[src/hdl/xsrd_pkg.sv]
// Package for the XOR sprite row draw block: field widths, request kind codes,
// screen constants, the lane result type and the coordinate wrap table builder.
// Depends on nothing; every other file of the block but xsrd_ram imports it.
`default_nettype none

package xsrd_pkg;

  // Widths of the request and result fields.
  localparam int unsigned KIND_W   = 2;
  localparam int unsigned POS_W    = 8;
  localparam int unsigned OFFSET_W = 4;
  localparam int unsigned SPRITE_W = 8;
  localparam int unsigned LINE_W   = 5;
  localparam int unsigned ROW_W    = 64;

  // Column and wrapped coordinate widths.
  localparam int unsigned COL_W    = 6;
  localparam int unsigned TARGET_W = 7;

  // Screen geometry. Row storage is always ROW_W bits wide.
  localparam int unsigned SCREEN_WIDTH        = 64;
  localparam int unsigned SCREEN_HEIGHT_DEF   = 32;
  localparam int unsigned MAX_SPRITE_ROWS     = 16;
  localparam int unsigned NUM_LANES           = SPRITE_W;
  localparam int unsigned WRAP_ENTRIES        = 1 << POS_W;

  // Request kinds.
  localparam logic [KIND_W-1:0] KIND_CLEAR = 2'd0;
  localparam logic [KIND_W-1:0] KIND_DRAW  = 2'd1;
  localparam logic [KIND_W-1:0] KIND_READ  = 2'd2;

  // What one lane found: its pixel toggle mask and whether it erased a lit pixel.
  typedef struct packed {
    logic             hit;
    logic [ROW_W-1:0] mask;
  } lane_res_t;

  typedef logic [WRAP_ENTRIES-1:0][COL_W-1:0] wrap_tab_t;

  // Builds the table v -> v mod modulus for every 8-bit coordinate by counting,
  // so it is settled entirely at elaboration.
  function automatic wrap_tab_t wrap_table(input int unsigned modulus);
    wrap_tab_t   tab;
    int unsigned cnt;
    cnt = 0;
    for (int unsigned v = 0; v < WRAP_ENTRIES; v++) begin
      tab[v] = COL_W'(cnt);
      cnt = (cnt + 1 == modulus) ? 0 : cnt + 1;
    end
    return tab;
  endfunction

endpackage

`default_nettype wire

[src/hdl/xsrd_merge.sv]
// Merging stage: combines the lane masks into one row toggle mask and the lane
// hits into one collision flag. Depends on xsrd_pkg.
`default_nettype none

module xsrd_merge
  import xsrd_pkg::*;
(
  input  wire lane_res_t [NUM_LANES-1:0] lanes_i,
  output lane_res_t                      merged_o
);

  always_comb begin
    merged_o = '0;
    for (int unsigned i = 0; i < NUM_LANES; i++) begin
      merged_o.mask = merged_o.mask | lanes_i[i].mask;
      merged_o.hit  = merged_o.hit  | lanes_i[i].hit;
    end
  end

endmodule

`default_nettype wire

[config.mk]
export PLATFORM = sky130hd
export DESIGN_NAME = xsrd_merge
export DESIGN_NICKNAME = d
export VERILOG_FILES = /design/src/hdl/xsrd_pkg.sv /design/src/hdl/xsrd_merge.sv
export SDC_FILE = /design/constraint.sdc
export NUM_CORES = 1
export LEC_CHECK = 0
export BUFFER_PORTS_ARGS = -buffer_cell sky130_fd_sc_hd__buf_2
export CAP_MARGIN = 20
export CORE_AREA = 2 2 225 227
export DETAILED_ROUTE_END_ITERATION = 8
export DIE_AREA = 0 0 227 229
export PLACE_DENSITY = 0.3
export SETUP_SLACK_MARGIN = 0.02
export SYNTH_ARGS = -nofsm -noshare
export SYNTH_HDL_FRONTEND = slang
export SYNTH_SLANG_ARGS = --single-unit
[constraint.sdc]
create_clock -name vclk -period 0.8
set_input_delay 0.16 -clock vclk [all_inputs]
set_output_delay 0.16 -clock vclk [all_outputs]
set_load 0.005 [all_outputs]
==> impl_metrics.json <==
{
  "synth_area_leader_cell": "sky130_fd_sc_hd__nor4_1",
  "leakagePower_nw": 3.18,
  "mappedNetlistNets": 715,
  "power.ir.vdd_worst_mv": 0.156,
  "synthesized_netlist_cell_count": 195,
  "maximum_number_of_pins_on_one_net_before_global_route_repair": 2,
  "critical_path.cell_chain": "buf_6 > nor4_4 > nand2_2 > buf_6",
  "report.final.slew_viol_count": 0,
  "drive_gt1_frac": 0.934,
  "layout_sequential_cell_count": 0,
  "setup-violations-final": 65,
  "clock_buffers": 0,
  "power_density_nw_per_um2": 378,
  "place.detailed.instances": 1463,
  "ant_nets": 0,
  "worst-path-buf-inv": 2,
  "cp_dominant_cell_by_count": "sky130_fd_sc_hd__buf_6",
  "end_kind": "primary output",
  "worst_path_largest_cell_delay_ns": 0.42,
  "via_density_per_instance": 3.06,
  "required_ns": 0.64,
  "fp.coreArea_um2": 49700,
  "grt.overflow.total": 0,
  "crit_fanout": 1,
  "area_growth_syn_to_layout_pct": 663,
  "synth_most_common_cell": "sky130_fd_sc_hd__nor4_1",
  "arrival_ns": 0.96,
  "drt_iter0_markers": 71,
  "syn-mean-instance-area_um2": 5.42,
  "dieArea_um2": 52000,
  "grt_setup_unrepaired": "yes",
  "timing.final.crit_share": 1.40,
  "timing.setup.critical_path_class": "input pin to primary output",
  "synth.yosys.seq_area_share": 0,
  "die_y_um": 229,
  "ioPinCount": 585,
  "vias_in_the_first_global_route": 5064,
  "post-cts-setup-buffers": 0,
  "holdCritPathClass": "input pin to primary output",
  "timing_hold_violations_final": 0,
  "maxClockFrequency_mhz": 891,
  "starting_density_of_the_core": 0.0213,
  "post-route-min-period_ns": 1.12,
  "setup_slack_ns": -0.322,
  "finish.net_count": 1313,
  "hold-worst-slack_ns": 0.559,
  "final-seq-area_um2": 0,
  "gp_congestion": 0.898,
  "worst_pin_slew_ns": 0.391,
  "synth_largest_type_area_fraction": 0.769,
  "die_width_um": 227,
  "ys_warn_count": 0,
  "netlist-cell-type-count": 2,
  "critical_path.startpoint_type": "input pin",
  "drc_errors": 0,
  "critical_path.top_delay_family": "simple AND/OR/NAND/NOR gates",
  "wl_per_cell_um": 17.3,
  "first_pass_iters": 4,
  "synth_commonest_cells": "130 x sky130_fd_sc_hd__nor4_1, 65 x sky130_fd_sc_hd__nand2_1",
  "violated_checks": "negative setup slack",
  "cell_rows": 82,
  "place_hpwl_mm": 21.5,
  "fin_cells": 1465,
  "critPathLaunch": "lanes_i[205]",
  "critical_path.slowest_cell": "sky130_fd_sc_hd__nor4_4",
  "groute.usage.overall": 0.0856,
  "synth.top_cells.by_area": "sky130_fd_sc_hd__nor4_1 77%, sky130_fd_sc_hd__nand2_1 23%",
  "max_cap_violations": 0,
  "grt_first_pass_wirelength_mm": 31.4,
  "synth_area_um2": 1060,
  "outcome": "finished with violations",
  "hold_path_startpoint": "lanes_i[447]",
  "nFillCells": 5583,
  "antenna_found_initial": 4,
  "detailed_route_wl_mm": 25.4,
  "worst_slew_margin": 0.738,
  "route.vias.total": 4488,
  "place.port_buffers": 585
}
[final cells by class]
| class | count | area (um^2) | share of cell area |
|---|---|---|---|
| Multi-Input combinational cell | 195 | 2730 | 0.338 |
| Tap cell | 672 | 841 | 0.104 |
| Antenna cell | 2 | 5.00 | 0.000621 |
| Timing Repair Buffer | 596 | 4490 | 0.557 |
[worst min-delay path: stages]
cell	delay, ns
sky130_fd_sc_hd__buf_6	0.07
sky130_fd_sc_hd__nor4_2	0.03
sky130_fd_sc_hd__nand2_1	0.05
sky130_fd_sc_hd__buf_2	0.10
[stage by stage]
| step | area [um^2] | util | power, W | TNS [ns] | worst slack (ns) |
|---|---|---|---|---|---|
| after detailed placement | 4910 | 0.0988 | 0.00157 | -13.78 | -0.717 |
| final | 8070 | 0.162 | 0.00305 | -8.39 | -0.322 |
| after global routing | 8070 | 0.162 | 0.00318 | -10.84 | -0.335 |
| after global placement | 4910 | 0.0988 | 0.00156 | -13.62 | -0.714 |
| after floorplan | 1060 | - | 0.000125 | 0 | 0.147 |
| after CTS | 7300 | 0.147 | 0.00263 | -8.73 | -0.314 |
[path summary, 6_finish.rpt]
check	endpoint	cells past startpoint	slack, ns
max	merged_o[10]	4	-0.32
min	merged_o[57]	4	0.56
[cell families after synthesis]
group	synth area share
AND/OR/NAND/NOR	1.00
[layer usage]
| layer | global-route usage | routed length (um) | part of all wire | vias up |
|---|---|---|---|---|
| met1 | 0.0790 | 7730 | 0.30 | 2023 |
| li1 | - | - | - | 2039 |
| met2 | 0.173 | 13700 | 0.54 | 386 |
| met3 | 0.0162 | 2400 | 0.095 | 38 |
| met4 | 0.0384 | 1340 | 0.053 | 2 |
| met5 | 0.0275 | 206 | 0.0081 | - |
[power breakdown]
group            internal (W)       total [W]  switching (W)
registers                   0               0              0
clock network  0.000000000334  0.000000000334              0
logic                 0.00183         0.00305        0.00121
total                 0.00183         0.00305        0.00121
[layout by cell type (no fill, tap or decap)]
master,n
sky130_fd_sc_hd__nand2_2,13
sky130_fd_sc_hd__buf_6,226
sky130_fd_sc_hd__buf_4,11
sky130_fd_sc_hd__nor4_4,93
sky130_fd_sc_hd__buf_2,352
sky130_fd_sc_hd__nand2_4,6
sky130_fd_sc_hd__diode_2,2
sky130_fd_sc_hd__nor4_2,31
sky130_fd_sc_hd__nand2_1,46
sky130_fd_sc_hd__nor4_1,6
sky130_fd_sc_hd__buf_8,7
[timing repair]
action,4_1_cts,5_1_grt
gates resized for setup,402,117
endpoints found under the hold margin,0,0
endpoints found under the setup margin,65,65
hold buffers,0,0
pin swaps,158,96
Power figures use the tool's default switching activity.
