<file path="src/hdl/xsrd_pkg.sv">
// Package for the XOR sprite row draw block: field widths, request kind codes,
// screen constants, the lane result type and the coordinate wrap table builder.
// Depends on nothing; every other file of the block but xsrd_ram imports it.
`default_nettype none

package xsrd_pkg;

  // Widths of the request and result fields.
  localparam int unsigned KIND_W   = 2;
  localparam int unsigned POS_W    = 8;
  localparam int unsigned OFFSET_W = 4;
  localparam int unsigned SPRITE_W = 8;
  localparam int unsigned LINE_W   = 5;
  localparam int unsigned ROW_W    = 64;

  // Column and wrapped coordinate widths.
  localparam int unsigned COL_W    = 6;
  localparam int unsigned TARGET_W = 7;

  // Screen geometry. Row storage is always ROW_W bits wide.
  localparam int unsigned SCREEN_WIDTH        = 64;
  localparam int unsigned SCREEN_HEIGHT_DEF   = 32;
  localparam int unsigned MAX_SPRITE_ROWS     = 16;
  localparam int unsigned NUM_LANES           = SPRITE_W;
  localparam int unsigned WRAP_ENTRIES        = 1 << POS_W;

  // Request kinds.
  localparam logic [KIND_W-1:0] KIND_CLEAR = 2'd0;
  localparam logic [KIND_W-1:0] KIND_DRAW  = 2'd1;
  localparam logic [KIND_W-1:0] KIND_READ  = 2'd2;

  // What one lane found: its pixel toggle mask and whether it erased a lit pixel.
  typedef struct packed {
    logic             hit;
    logic [ROW_W-1:0] mask;
  } lane_res_t;

  typedef logic [WRAP_ENTRIES-1:0][COL_W-1:0] wrap_tab_t;

  // Builds the table v -> v mod modulus for every 8-bit coordinate by counting,
  // so it is settled entirely at elaboration.
  function automatic wrap_tab_t wrap_table(input int unsigned modulus);
    wrap_tab_t   tab;
    int unsigned cnt;
    cnt = 0;
    for (int unsigned v = 0; v < WRAP_ENTRIES; v++) begin
      tab[v] = COL_W'(cnt);
      cnt = (cnt + 1 == modulus) ? 0 : cnt + 1;
    end
    return tab;
  endfunction

endpackage

`default_nettype wire

</file>
<file path="src/hdl/xsrd_lane.sv">
// One drawing lane: places one sprite bit on its screen column, clips it at the
// right edge and checks it against the old pixel. Depends on xsrd_pkg.
`default_nettype none

module xsrd_lane
  import xsrd_pkg::*;
#(
  parameter int unsigned LANE = 0
) (
  input  wire logic [COL_W-1:0] x_start_i,
  input  wire logic             sprite_bit_i,
  input  wire logic [ROW_W-1:0] old_row_i,
  output lane_res_t             res_o
);

  logic [TARGET_W-1:0] col;
  logic [COL_W-1:0]    bit_pos;
  logic                lit;

  always_comb begin
    col     = TARGET_W'(x_start_i) + TARGET_W'(LANE);
    // Column c lives at bit 63 - c of the row word.
    bit_pos = COL_W'(ROW_W - 1) - col[COL_W-1:0];
    lit     = sprite_bit_i && (col < TARGET_W'(SCREEN_WIDTH));
    res_o.mask = lit ? (ROW_W'(1) << bit_pos) : '0;
    res_o.hit  = lit && old_row_i[bit_pos];
  end

endmodule

`default_nettype wire

</file>
<file path="config.mk">
export PLATFORM = sky130hd
export DESIGN_NAME = xsrd_lane
export DESIGN_NICKNAME = d
export VERILOG_FILES = /design/src/hdl/xsrd_pkg.sv /design/src/hdl/xsrd_lane.sv
export SDC_FILE = /design/constraint.sdc
export NUM_CORES = 1
export LEC_CHECK = 0
export BUFFER_PORTS_ARGS = -buffer_cell sky130_fd_sc_hd__buf_2
export CAP_MARGIN = 20
export CORE_UTILIZATION = 32
export DETAILED_ROUTE_END_ITERATION = 8
export GPL_TIMING_DRIVEN = 0
export PLACE_DENSITY = 0.83
export SYNTH_ARGS = -nofsm -noshare
export SYNTH_HDL_FRONTEND = slang
export SYNTH_SLANG_ARGS = --single-unit
export TNS_END_PERCENT = 10
</file>
<file path="constraint.sdc">
create_clock -name vclk -period 3.2
set_input_delay 0.48 -clock vclk [all_inputs]
set_output_delay 0.48 -clock vclk [all_outputs]
set_load 0.02 [all_outputs]
</file>
==> results.cfg <==
[layout]
drive_gt1_share_pct = 54.7
nFillCells = 272
area_growth_syn_to_layout_pct = 71.4
diodes = 0
seqCellArea_um2 = 0
multi_input_area_um2 = 933
clock_buffers = 0
seq_cell_count = 0
nets = 347

[synthesis]
postSynthAreaPerCell_um2 = 7.20
synth_top_area_cell = mux4_1
synthCells = 139
synth_warnings = 0
netlist_area_um2 = 1000
seq_area_frac_synth_pct = 0
synthTopCellsByArea = mux4_1 (29%), nor2_1 (25%), mux4_2 (13%), nand2_1 (4.5%), mux2i_1 (4.0%)
synth_cell_types = 20
synth_top_area_share_pct = 28.9
synth_nets = 210

[pwr]
swShare_pct = 46.5
seqPwrFrac_pct = 0
clkPwrFrac_pct = 0
power.internal_mw = 0.0869
combPwrFrac_pct = 100.0
switching_power_mw = 0.0755
powerDensity_nw_per_um2 = 94.7
leakage_nw = 0.963
ir_drop_v = 0.0000531

[placement]
dp_hpwl_mm = 3.45
port_buffers = 135
routabilityCongestion = 0.744

[worst_setup_path]
cp-start-kind = input pin
worstPathRequired_ns = 2.72
critPathCaptureType = output port
critPathMaxFanout = 10
startpoint = x_start_i[0]
critPathKind = input pin to output port
cp_data_arrival_time_ns = 2.15

[run]
maxCapViolations = 0

[sta]
setup_tns_ns = 0
worst_pin_slew_ns = 0.442
post-route-min-period_ns = 2.63
setup-violations-final = 0
final-hold-violation-count = 0
hold_ws_ns = 1.40
period_share_pct = 82.3
maxSlewViolCount = 0
slew_headroom_pct = 70.5
rsz0062_at_grt = false
max_freq_ghz = 0.380

[drt]
drt-initial-drc-count = 45
drt_pass1_iterations = 6
routed_wl_mm = 3.96
wl_per_cell_um = 13.0
drtAntennaViolNets = 0
via_per_inst = 5.07
vias = 1545
drc = 8

[floorplanning]
dieArea_um2 = 3360
core_area_um2 = 2850
die_w_um = 57.9
core.rowCount = 19
die_h_um = 57.9
pin_count = 136
start_util_pct = 35.1

[global_route]
antenna_found_initial = 0
grt_pass1_vias = 1419
grt_max_degree = 11
grt_overflow_total = 0
grt_usage_pct = 23.0
grt_pass1_wl_mm = 6.18

[min_path]
hold_path.class = input pin to output port
min-delay-start = x_start_i[5]

[run_status]
violations = DRC
status = finished, violations left

[clocking]
cts_resized = 0
post_cts_buffers = 0
hold_buffers = 0
## layout by cell type, fill, tap and decap left out
master | synthesis | final
buf_1 | 1 | 1
o211ai_2 | 1 | 1
a22oi_1 | 1 | 1
or2_2 | 1 | 1
clkbuf_1 | 7 | 7
o22a_1 | 1 | 1
mux2_2 | 1 | 1
o2111ai_1 | 1 | 1
nand3_1 | 8 | 8
buf_6 | 2 | 2
nand4_1 | 1 | 1
nor2_1 | 67 | 67
mux4_2 | 6 | 6
nor2b_1 | 6 | 6
a31o_2 | 1 | 1
mux2i_1 | 4 | 4
nand2b_1 | 4 | 4
mux4_1 | 11 | 11
buf_2 | 3 | 138
nand2_1 | 12 | 12
## area by class of cell
class	count	area share, %
Timing Repair Buffer	135	39.4
Tap cell	31	2.26
Multi-Input combinational cell	126	54.4
Buffer	13	3.94
## metal layers
metal  global-route usage (%)  part of all wire (%)  vias up  wire length (um)
met2                     48.8                    55       76              2170
li1                         -                     -      763                 -
met3                     1.12                   6.3        2               248
met4                     1.36                  0.30        0                12
met1                     25.8                    39      704              1530
met5                        0                     0        -                 0
## synth_stat cells
| library cell | n |
|---|---|
| nand2_1 | 12 |
| clkbuf_1 | 7 |
| nand2b_1 | 4 |
| or2_2 | 1 |
| a31o_2 | 1 |
| o211ai_2 | 1 |
| mux4_2 | 6 |
| buf_2 | 3 |
| o22a_1 | 1 |
| buf_1 | 1 |
| nand3_1 | 8 |
| nand4_1 | 1 |
| mux4_1 | 11 |
| o2111ai_1 | 1 |
| a22oi_1 | 1 |
| buf_6 | 2 |
| nor2b_1 | 6 |
| mux2i_1 | 4 |
| nor2_1 | 67 |
| mux2_2 | 1 |
## power groups by stage
stage / Combinational, mW / Sequential [mW] / Clock (mW)
6_report: 0.162 / 0 / 0
5_1_grt: 0.177 / 0 / 0
4_1_cts: 0.162 / 0 / 0
3_5_place_dp: 0.162 / 0 / 0
3_3_place_gp: 0.156 / 0 / 0
2_1_floorplan: 0.0955 / 0 / 0
## metrics by stage
| step | util, % | worst slack, ns | std cells | instance area [um2] | power (mW) |
|---|---|---|---|---|---|
| after detailed placement | 60.1 | 0.570 | 305 | 1720 | 0.162 |
| after floorplan | - | 0.967 | 139 | 1000 | 0.0955 |
| after global routing | 60.1 | 0.440 | 305 | 1720 | 0.177 |
| after global placement | 60.1 | 0.569 | 305 | 1720 | 0.156 |
| final | 60.1 | 0.566 | 305 | 1720 | 0.162 |
| after CTS | 60.1 | 0.557 | 305 | 1720 | 0.162 |
## path summary, 6_finish.rpt
check / endpoint / slack (ns) / depth (start not counted)
setup / recovery: res_o[64] / 0.57 / 8
hold / removal: res_o[64] / 1.40 / 4
## cells by family after synthesis
family	count (synthesis)	share of synthesized area, %
buffers and inverters	13	6.75
multiplexers	22	47.5
AND/OR/NAND/NOR	99	41.1
AO/OA/AOI/OAI	5	4.63
## critical path, stage by stage
cell       delay (ns)
buf_2            0.14
buf_6            0.17
buf_2            0.25
mux4_2           0.53
o22a_1           0.19
o2111ai_1        0.12
o211ai_2         0.10
buf_2            0.17
Note: power is estimated with default switching activity, not from simulation.
