## src/hdl/xsrd_ram.sv

```systemverilog
// Generic single-write, single-read RAM with a registered read port.
// Depends on nothing.
`default_nettype none

module xsrd_ram #(
  parameter int unsigned WIDTH = 64,
  parameter int unsigned DEPTH = 32,
  localparam int unsigned AW   = (DEPTH > 1) ? $clog2(DEPTH) : 1
) (
  input  wire logic             clk_i,
  input  wire logic             we_i,
  input  wire logic [AW-1:0]    waddr_i,
  input  wire logic [WIDTH-1:0] wdata_i,
  input  wire logic             re_i,
  input  wire logic [AW-1:0]    raddr_i,
  output logic      [WIDTH-1:0] rdata_o
);

  logic [WIDTH-1:0] mem_q [DEPTH];
  logic [WIDTH-1:0] rdata_q;

  always_ff @(posedge clk_i) begin
    if (we_i) begin
      mem_q[waddr_i] <= wdata_i;
    end
    if (re_i) begin
      rdata_q <= mem_q[raddr_i];
    end
  end

  assign rdata_o = rdata_q;

endmodule

`default_nettype wire

```

## config.mk

```make
export PLATFORM = sky130hd
export DESIGN_NAME = xsrd_ram
export DESIGN_NICKNAME = d
export VERILOG_FILES = /design/src/hdl/xsrd_ram.sv
export SDC_FILE = /design/constraint.sdc
export NUM_CORES = 2
export LEC_CHECK = 0
export BUFFER_PORTS_ARGS = -buffer_cell sky130_fd_sc_hd__clkbuf_2
export CAP_MARGIN = 20
export CELL_PAD_IN_SITES_DETAIL_PLACEMENT = 0
export CELL_PAD_IN_SITES_GLOBAL_PLACEMENT = 1
export CORE_ASPECT_RATIO = 0.7
export CORE_MARGIN = 2
export CORE_UTILIZATION = 61
export CTS_CLUSTER_DIAMETER = 50
export DETAILED_ROUTE_END_ITERATION = 6
export PLACE_DENSITY_LB_ADDON = 0.15
export SLEW_MARGIN = 5
export SYNTH_ARGS = -nofsm -noshare
export SYNTH_HDL_FRONTEND = slang
export SYNTH_SLANG_ARGS = --single-unit
export TNS_END_PERCENT = 20
```

## constraint.sdc

```tcl
create_clock -name clk_i -period 10.97 [get_ports clk_i]
set_input_delay 2.7425 -clock clk_i [delete_from_list [all_inputs] [get_ports clk_i]]
set_output_delay 2.7425 -clock clk_i [all_outputs]
set_load 0.03 [all_outputs]
```

==> impl.org <==
** Run status
- Result of the run :: finished clean

** Global routing
- Vias in the first global route :: 36220
- The initial antenna violation count was 10.
- Entering global routing, the biggest net connects 146 pins.
- Overall routing resource usage :: 28.32%
- First-pass GRT wire length :: 263.8 mm
- Grt ovf :: 0

** STA
- Max transition margin :: 21.44%
- Number of pins exceeding their max-slew limit in the final report :: 0
- Pin slew with the least headroom to its limit :: 1.178 ns
- Final clock period utilization by the worst path :: 48.59%
- Setup violations remaining at the end of the flow were counted as 0.
- Worst clock skew on the final layout :: 0.02708 ns
- Count of final hold-check violations :: 0
- Setup TNS :: 0 ns
- RSZ-0062 raised after global routing :: no
- The worst path needs 5.330 ns of the cycle, external delays included.
- Static timing analysis puts the maximum clock frequency at 187.6 MHz.
- Final WS setup :: 5.640 ns

** Clock tree
- Maximum clock insertion buffer count :: 3
- CTS Root Cell :: sky130_fd_sc_hd__clkbuf_16
- Post-CTS repair changed the size of 0 cells.
- Count of buffers added by post-CTS timing repair for setup :: 0
- Number of levels in the clock H-tree :: 4
- Clk slew on worst S/H paths :: 0.07 ns
- CTS hold repair buffers :: 0
- Number of clock buffers inserted by TritonCTS :: 186
- Clock latency on the worst-skew pair :: 0.83 ns
- Counting every sink on the clock net gives 2112.
- Clock tree from TritonCTS :: done

** Critical path
- Of all nets on the critical path, the largest fanout is 31.
- Most repeated library cell on the critical path :: sky130_fd_sc_hd__buf_4
- Together, buffers and inverters on the worst path number 3.
- The critical path goes through clkbuf_2 -> nand3b_1 -> nor2_4 -> buf_4 -> buf_4.
- Critical path launch point type :: input pin
- In this run the register-to-register setup slack is 8.96 ns.
- On the critical path the largest part of the delay comes from simple AND/OR/NAND/NOR gates.
- Data arrival, critical path :: 5.78 ns
- Data required time at the worst endpoint :: 11.42 ns
- STA classifies the critical path endpoint as a register.
- Master of the slowest instance on the critical path :: sky130_fd_sc_hd__nor2_4
- The worst setup path is of the in -> reg kind.
- In this design, the stage delay of the slowest critical-path cell is 0.92 ns.

** Placement
- Prior to clock tree synthesis, the placed netlist has a worst setup slack of 4.737 ns.
- The congestion estimate from routability-driven global placement came to 0.7455.
- Half-perimeter wire length after detailed placement :: 92.09 mm
- The count of buffers added on input and output ports is 140.

** Layout
- Compared with the post-synthesis result, the final layout area differs by 11.28%.
- Layout cells sized above 1 :: 33.83%
- After filler insertion, the fill cell instance count of the layout stands at 7625.
- Most common cell after layout, fill and taps aside :: sky130_fd_sc_hd__edfxtp_1
- Leaving out fill and tap cells, the most frequent cells in the layout are 2112 x sky130_fd_sc_hd__edfxtp_1, 602 x sky130_fd_sc_hd__mux4_2, 190 x sky130_fd_sc_hd__clkbuf_16, 134 x sky130_fd_sc_hd__clkbuf_2, 76 x sky130_fd_sc_hd__buf_4.
- Nets :: 3430

** Synth
- In this run the cell area of the synthesized design comes to 79610 sq um.
- Counting every instance in the synthesized netlist gives 3097.
- Count of distinct cell types in the synthesized netlist :: 30
- Syn_nets :: 3174
- Most used flip-flop cell after synthesis :: sky130_fd_sc_hd__edfxtp_1
- Number of synthesized register bits :: 2112
- Counting flops with an async set or reset pin after synthesis yields a share of 0%.
- The average instance in the mapped netlist occupies 25.70 sq um.
- The synthesized design contains 2112 enable-type register cells.
- During synthesis, Yosys emitted a total of 0 warnings.
- Share of the yosys chip area belonging to registers :: 79.67%

** Route
- Via density :: 6.845
- Iter 0 DRT Violations :: 5318
- First-pass detailed-route iteration total :: 5
- In this run the remaining antenna-violating nets after routing total 0.
- For this block, the routed nets add up to 185.0 mm of wire.
- For this run, design rule violations remaining after detail routing come to 0.
- The routed layout has 35880 vias.
- Post-DR wirelength/cell :: 35.30 microns

** Floorplan
- Row generation in the floorplan step produced 110 rows.
- Effective utilization at floorplan :: 61.73%
- The floorplan step defined a die boundary enclosing 133500 sq um.
- In this run the horizontal extent of the chip is 435.8 microns.
- I/O pin count :: 141
- Floorplan Core Area :: 129000 sq um
- Measured along the y axis, the die boundary spans 306.2 microns.

** Pwr
- Leak :: 27.53 nW
- Power Dens Cells :: 182.8 nW/um^2
- Peak supply drop :: 0.1525 mV
- Total power consumption of the routed design :: 16.19 mW

** Flow run
- The tool flagged a number of max-cap violations equal to 0.

** Min path
- Tightest Hold Check Type :: reg -> reg
[logic make-up (layout without fill, tap and decap cells)]
kind of cell | after synthesis | in the layout | share of synthesized area, %
buf+inv | 157 | 563 | 0.9368
simple gates | 64 | 64 | 0.3757
mux | 714 | 714 | 18.56
compound gates | 50 | 50 | 0.4621
other cells | 0 | 3 | 0
flops | 2112 | 2112 | 79.67
[worst paths after layout]
| kind | startpoint | endpoint | cells after the start |
|---|---|---|---|
| worst max-delay path | waddr_i[1] | mem_q[13][6] | 5 |
| worst min-delay path | mem_q[8][34] | rdata_o[34] | 4 |
| worst max register to register | mem_q[29][33] | rdata_o[33] | 3 |
| worst min register to register | mem_q[8][34] | rdata_o[34] | 4 |
[registers in the layout, indices dropped and copies added, names as in the netlist]
| register | count |
|---|---|
| mem_q | 2048 |
| rdata_o | 64 |
[Yosys cell counts (all sizes together), types with 3 or more instances]
cell | instances | area (sq um)
nor2b | 4 | 25.02
o31a | 3 | 26.28
clkbuf | 55 | 206.5
and2 | 4 | 25.03
edfxtp | 2112 | 63420
o21ai | 9 | 45.04
buf | 101 | 535.5
nand3b | 5 | 37.54
a211oi | 3 | 22.52
o22ai | 10 | 62.56
o221ai | 3 | 26.28
nand2 | 3 | 11.26
a221oi | 12 | 105.1
mux2i | 38 | 380.4
nor2 | 41 | 153.9
o2bb2ai | 3 | 26.28
mux4 | 602 | 13560
mux2 | 74 | 833.3
o211ai | 3 | 22.52
a22oi | 3 | 22.52
[cell type report]
cell class / instances / area, sq um / share of cell area, %
timing repair buffer: 224 / 1479 / 1.670
clock buffer: 233 / 4916 / 5.550
antenna: 3 / 7.507 / 0.008475
inverter: 1 / 3.754 / 0.004237
tap: 1736 / 2172 / 2.452
sequential: 2112 / 63420 / 71.60
multi-input combinational: 828 / 15680 / 17.70
clock inverter: 105 / 903.4 / 1.020
[worst reg2reg max path, cell delays in order (launching register included)]
cell	delay [ns]
sky130_fd_sc_hd__edfxtp_1	0.45
sky130_fd_sc_hd__mux4_2	0.53
sky130_fd_sc_hd__mux4_2	0.47
sky130_fd_sc_hd__mux2_2	0.30
[layer usage]
| metal | GRT usage (%) | wire, microns |
|---|---|---|
| met5 | 0 | 49 |
| met4 | 8.200 | 4498 |
| met3 | 5.468 | 19750 |
| met2 | 43.36 | 88400 |
| met1 | 42.76 | 72330 |
[report_power, final]
| group | internal, mW | leakage, nW | switching, mW |
|---|---|---|---|
| registers | 9.01 | 19.1 | 0.0357 |
| logic | 0.327 | 5.60 | 0.474 |
| clock network | 3.52 | 2.86 | 2.82 |
| total | 12.9 | 27.5 | 3.33 |
[per-stage QoR]
| step | utilization (%) | instances | hold WS (ns) | instance area, sq um |
|---|---|---|---|---|
| floorplan | - | 3097 | 0.7983 | 79610 |
| global placement | 64.13 | 4898 | 0.9063 | 82700 |
| detailed placement | 64.15 | 4900 | 0.9144 | 82730 |
| CTS | 68.66 | 5238 | 0.9288 | 88550 |
| global route | 68.68 | 5240 | 0.9965 | 88580 |
| finish | 68.69 | 5242 | 0.9266 | 88580 |
Note: power is estimated with default switching activity, not from simulation.
